### src/sv/fvnh_pkg.sv
// Shared types and constants for the fractal value-noise height generator.
package fvnh_pkg;

  // Fraction bits of the coordinate format.
  localparam int FRAC_BITS = 16;

  // Width of a frequency-scaled coordinate.
  localparam int SX_W = 40;

  // Configuration register indexes.
  localparam logic [2:0] REG_PERSISTENCE = 3'd0;
  localparam logic [2:0] REG_BASE_FREQ   = 3'd1;
  localparam logic [2:0] REG_AMPLITUDE   = 3'd2;
  localparam logic [2:0] REG_OCTAVES     = 3'd3;
  localparam logic [2:0] REG_SEED        = 3'd4;

  // Octave weight of the first octave (1.0 in Q16) and its ceiling.
  localparam logic [32:0] W_ONE = 33'd65536;
  localparam logic [32:0] W_MAX = 33'h1_0000_0000;

  // One item as it travels from octave cell to octave cell.
  typedef struct packed {
    logic                   valid;
    logic signed [SX_W-1:0] sx;
    logic signed [SX_W-1:0] sy;
    logic signed [63:0]     total;
  } pkt_t;

  // Configuration seen by every octave cell.
  typedef struct packed {
    logic [17:0] persistence;
    logic [3:0]  octave_count;
    logic [29:0] seed_offset;
  } cfg_t;

endpackage

### src/sv/fvnh_out.sv
// Output scaling: total times amplitude, truncated toward zero and saturated.
module fvnh_out (
  input  logic               clk,
  input  logic               rst,
  input  logic               en,
  input  fvnh_pkg::pkt_t     pkt_in,
  input  logic signed [31:0] amplitude,
  output logic               res_valid,
  output logic [31:0]        res_height
);
  import fvnh_pkg::*;

  logic signed [47:0] t16;
  logic [47:0] tmag;
  logic [31:0] amag;
  logic        neg1, neg2, v1, v2;
  logic [55:0] phi, plo;
  logic [40:0] rmag;

  assign t16 = pkt_in.total[63:16];

  // Magnitude product rebuilt from two partial products.
  assign rmag = (phi >= 56'h1_0000_0000) ? 41'h1_0000_0000
              : 41'(phi << 8) + 41'(plo >> 16);

  always_ff @(posedge clk) begin
    if (en) begin
      tmag <= t16[47] ? 48'(-t16) : 48'(t16);
      amag <= amplitude[31] ? 32'(-amplitude) : 32'(amplitude);
      neg1 <= t16[47] ^ amplitude[31];
      phi  <= 56'(tmag[47:24]) * 56'(amag);
      plo  <= 56'(tmag[23:0]) * 56'(amag);
      neg2 <= neg1;
      if (neg2) begin
        res_height <= (rmag > 41'h0_8000_0000) ? 32'h8000_0000 : 32'(-rmag);
      end else begin
        res_height <= (rmag > 41'h0_7fff_ffff) ? 32'h7fff_ffff : rmag[31:0];
      end
    end
  end

  // Valid bits of the three stages.
  always_ff @(posedge clk) begin
    if (rst) begin
      v1        <= 1'b0;
      v2        <= 1'b0;
      res_valid <= 1'b0;
    end else if (en) begin
      v1        <= pkt_in.valid;
      v2        <= v1;
      res_valid <= v2;
    end
  end

endmodule

### config.mk
export PLATFORM = sky130hd
export DESIGN_NAME = fvnh_out
export DESIGN_NICKNAME = d
export VERILOG_FILES = /design/src/sv/fvnh_pkg.sv /design/src/sv/fvnh_out.sv
export SDC_FILE = /design/constraint.sdc
export NUM_CORES = 2
export LEC_CHECK = 0
export ABC_AREA = 1
export BUFFER_PORTS_ARGS = -buffer_cell sky130_fd_sc_hd__buf_2
export CELL_PAD_IN_SITES_DETAIL_PLACEMENT = 2
export CELL_PAD_IN_SITES_GLOBAL_PLACEMENT = 2
export CORE_MARGIN = 8
export CORE_UTILIZATION = 40
export CTS_BUF_LIST = sky130_fd_sc_hd__clkbuf_4 sky130_fd_sc_hd__clkbuf_8
export DETAILED_ROUTE_END_ITERATION = 6
export GPL_TIMING_DRIVEN = 0
export PLACE_DENSITY = 0.87
export SKIP_LAST_GASP = 1
export SYNTH_ARGS = -nofsm -noshare
export SYNTH_HDL_FRONTEND = slang
export SYNTH_SLANG_ARGS = --single-unit
### constraint.sdc
create_clock -name clk -period 7.8 [get_ports clk]
set_clock_uncertainty 0.1 [all_clocks]
set_input_delay 0.39 -clock clk [delete_from_list [all_inputs] [get_ports clk]]
set_output_delay 0.39 -clock clk [all_outputs]
set_load 0.1 [all_outputs]
# Yosys cells after proc, flatten, opt, wreduce, memory -nomap -nowiden
# Cells that the tools add are included.
# totals
reg_bits,229
output_inout_bits,33
in_bits,180
elab_cells,28
# op_classes
bitwise_logic,1
magnitude_cmp,3
mul,2
add_sub_neg,4
n_mux,6
# op_table
operator,count
24-bit by 32-bit multiplier with 56-bit output,2
32-bit 2-to-1 mux,3
32-bit negator,2
"56-bit by 33-bit greater-or-equal comparator with 1-bit output, second input constant",1
48-bit negator,1
47-bit 2-to-1 mux,1
41-bit by 40-bit adder with 41-bit output,1
"41-bit by 31-bit > comparator with 1-bit output, second input constant",1
"41-bit by 32-bit > comparator with 1-bit output, second input constant",1
41-bit 2-to-1 mux,1
31-bit 2-to-1 mux,1
1-bit XOR,1

# Logic depth before layout (Yosys ltp)
# logic_depth
word_depth,5
mapped_depth,33
mapped_depth_nobuf,31

# Least setup slack after synthesis
# OpenSTA, ideal clock, no wires.
# synth_path
kind,register to register
start,register amag[22]
end,"register plo[49], data pin"
path_slack_ps,1185
path_stages_with_launch,25
arrival_ps,6257
synth_period_minus_slack_ps,6615
required_time_ps,7442
cell_sequence,edfxtp_1 > clkbuf_1 > buf_1 > nand2_1 > fa_1 > inv_1 > fa_1 > inv_1 > fa_1 > inv_1 > fa_1 > fa_1 > fa_1 > inv_1 > fa_1 > inv_1 > ha_1 > a21oi_1 > o21a_1 > o21ai_0 > a21oi_1 > nand3_1 > a21o_1 > a21oi_1 > xnor2_1
# synth_via
elab_chain_len,1
# synth_lines
element,line,rtl
start: declaration,fvnh_out.sv:15,logic [31:0] amag;
start signal: assignment,fvnh_out.sv:29,amag <= amplitude[31] ? 32'(-amplitude) : 32'(amplitude);
24-bit by 32-bit multiplier with 56-bit output,fvnh_out.sv:32,plo <= 56'(tmag[23:0]) * 56'(amag);
end signal: assignment,fvnh_out.sv:32,
end: declaration,fvnh_out.sv:17,"logic [55:0] phi, plo;"
# Every way passes these cells.
# A chain may end at the register's enable or synchronous reset.

# Worst setup path in the final report
# layout_path
start,register amag[25]
end,"register plo[48], data pin"
# Same word-level chain as after synthesis.

==> flow_metrics.py <==
metrics = {
    "clocking": {
        "cts_tree": "done",
        "clock_path_buffers": 3,
        "clk_pin_slew_ns": 0.09,
        "cts-root-buf": "clkbuf_8",
        "clk_latency_ns": 0.84,
        "htreeDepth": 2,
        "cts.sinks": 213,
        "cts_buffers": 48,
    },
    "yosys": {
        "synth.avg_cell_area_sq_um": 7.817,
        "synthTopCellsByArea": "fa_1 (41%), inv_1 (15%), nand2_1 (12%)",
        "yosysMostFrequentCell": "inv_1",
        "ys_seq_area_share_pct": 9.988,
        "synthDistinctLibCells": 53,
        "synth_top_area_share_pct": 41.33,
        "yosys-top-cells-count": "inv_1 (2496), nand2_1 (2085), fa_1 (1316)",
        "synth_top_flop_cell": "edfxtp_1",
        "syn_inst": 8154,
        "synth_top_cell_by_area": "fa_1",
        "ys_ff_latch": 213,
        "synth_edf_count": 210,
        "async_reset_ff_share_pct": 0,
        "synth_nets": 10050,
        "yosys_warnings": 0,
        "synthesis.area_sq_um": 63740,
    },
    "detailed_routing": {
        "num_vias": 67640,
        "vias_per_cell": 6.344,
        "routedWlPerCell_microns": 40.10,
        "drt_iter0_markers": 8812,
        "drc_errors": 2,
        "drt.antenna.violating_nets": 0,
        "wl_mm": 427.5,
        "drt-pass1-iter-count": 7,
    },
    "critical_path": {
        "criticalPathCategory": "flip-flop to flip-flop",
        "cp-start-kind": "flip-flop",
        "required_ns": 8.29,
        "end_kind": "flip-flop",
        "worst_ep_arrival_time_ns": 9.06,
        "critical_path.max_fanout": 10,
    },
    "flow_run": {
        "maxCapViolCount": 0,
    },
    "grt": {
        "grt_pass1_vias": 73230,
        "grt_use_total_pct": 42.05,
        "overflow": 0,
        "use_met3_pct": 14.34,
        "antenna_found_initial": 86,
        "grt_max_degree": 111,
        "grt_pass1_wl_mm": 520.0,
        "grt_use_met2_pct": 66.56,
        "gr-usage-met1_pct": 43.64,
        "busiest_layer": "met2",
    },
    "final_layout": {
        "postLayoutCoreUtil_pct": 45.01,
        "syn_to_final_growth_pct": 11.86,
        "drive_gt1_share_pct": 8.696,
        "final_area_sq_um": 71290,
        "nets": 10360,
    },
    "floorplanning": {
        "fp.coreArea_sq_um": 158400,
        "die-area_sq_um": 172400,
        "dieWidth_microns": 415.2,
        "start_util_pct": 40.24,
        "num_io_pins": 213,
        "die_h_microns": 415.2,
        "rows": 146,
    },
    "sta": {
        "hold_violations": 1,
        "whs_ns": -0.01112,
        "setup_violations": 53,
        "worst_slack_ns": -0.7706,
        "finalCritPeriodShare_pct": 109.9,
        "final-max-slew-violation-count": 0,
        "fin_crit_ns": 8.571,
        "rsz0062_at_grt": "yes",
        "worstMarginPinSlew_ns": 1.381,
        "worst_slew_margin_rel_pct": 7.931,
        "fmax_mhz": 116.7,
    },
    "outcome": {
        "status": "complete, but fails checks",
        "failed_checks": "DRC, hold timing, setup timing",
    },
    "worst_hold_path": {
        "hold_class": "input pin to flip-flop",
    },
    "placement": {
        "gp_congestion": 0.9995,
        "place_area_sq_um": 66970,
        "hpwl_mm": 284.3,
        "numPortBuffers": 116,
    },
}
cell type report:
type | count | area, sq um
tap | 2072 | 2592
sequential | 213 | 6366
antenna | 80 | 200.2
multi-input combinational | 5102 | 47050
fill | 18010 | 87090
clock buffer | 60 | 757.0
clock inverter | 29 | 290.3
inverter | 2508 | 9414
timing repair buffer | 276 | 2232
buffer | 322 | 2391
registers in the layout, indices dropped and copies added, names as in the netlist:
name / count
res_height: 32
tmag: 48
v2: 1
neg1: 1
amag: 32
plo: 40
neg2: 1
res_valid: 1
v1: 1
phi: 56
timing repair:
| item | 4_1_cts | 5_1_grt |
|---|---|---|
| pin swaps | 3 | 7 |
| setup buffers | 47 | 31 |
| hold buffers | 80 | 0 |
| endpoints found under the hold margin | 94 | 0 |
| resized for setup | 474 | 422 |
| setup endpoints to repair | 80 | 52 |
cell families after synthesis:
family | count (synthesis) | share of synthesized area (%)
adder cells (fa/ha/maj) | 1712 | 49.11
AND/OR/NAND/NOR | 2758 | 17.47
buffers and inverters | 2839 | 16.84
XOR/XNOR | 193 | 2.652
flip-flops | 213 | 9.988
AO/OA/AOI/OAI | 439 | 3.938
worst max-delay path, cell delays in order (launching register included):
cell and delay (ns):
edfxtp_1 0.47, buf_8 0.24, buf_12 0.30, nand2_1 0.16
fa_1 0.57, inv_1 0.40, fa_1 0.53, inv_1 0.16
fa_1 0.45, fa_1 0.60, inv_1 0.13, fa_1 0.58
fa_1 0.55, inv_1 0.07, fa_1 0.65, inv_1 0.09
ha_2 0.44, nand2_1 0.16, nor2_1 0.19, inv_1 0.10
nor2_1 0.16, inv_1 0.10, o21ai_0 0.21, inv_1 0.07
nand2_1 0.16, nand2_1 0.08, nand2_1 0.16, xor2_4 0.38
layout by cell type, fill, tap and decap left out, types with 15 or more instances in the layout:
master	instances
buf_8	16
nand4_1	48
dlygate4sd3_1	80
nand2_2	26
o21ai_0	99
a31oi_1	36
fa_1	1303
edfxtp_1	210
nand3_1	138
xnor2_1	69
inv_1	2495
clkbuf_1	23
nand2_1	2080
o21ai_2	27
clkbuf_2	105
nor2_1	328
nand3b_1	15
buf_2	148
nand3_2	21
clkbuf_8	53
buf_12	26
xor2_1	117
nor3_1	42
diode_2	80
buf_6	43
buf_4	89
ha_1	382
a21oi_1	184
clkbuf_4	68
final timing paths:
check	startpoint	cells after the start	slack [ns]	end
hold / removal	amplitude[20]	3	-0.01	amag[20]
setup / recovery	amag[25]	27	-0.77	plo[48]
hold reg to reg	v2	2	0.38	res_valid
setup reg to reg	amag[25]	27	-0.77	plo[48]
metrics by stage:
step           setup TNS [ns]  instances  worst slack, ns
2_1_floorplan               0       8154            1.185
3_3_place_gp           -56.14      10340           -1.766
3_5_place_dp           -87.68      10340           -2.138
4_1_cts              -0.06532      10560         -0.06532
5_1_grt                -16.73      10620          -0.7355
6_report               -20.13      10660          -0.7706
routing by layer:
metal / vias to the layer above / share of wire [%]
li1: 23980 / -
met1: 33470 / 30
met2: 6641 / 42
met3: 3483 / 14
met4: 67 / 14
met5: - / 0.32
Power is left out: the tool's default activity adds up to more than one toggle a clock period on the data nets, which glitch-free logic cannot reach.
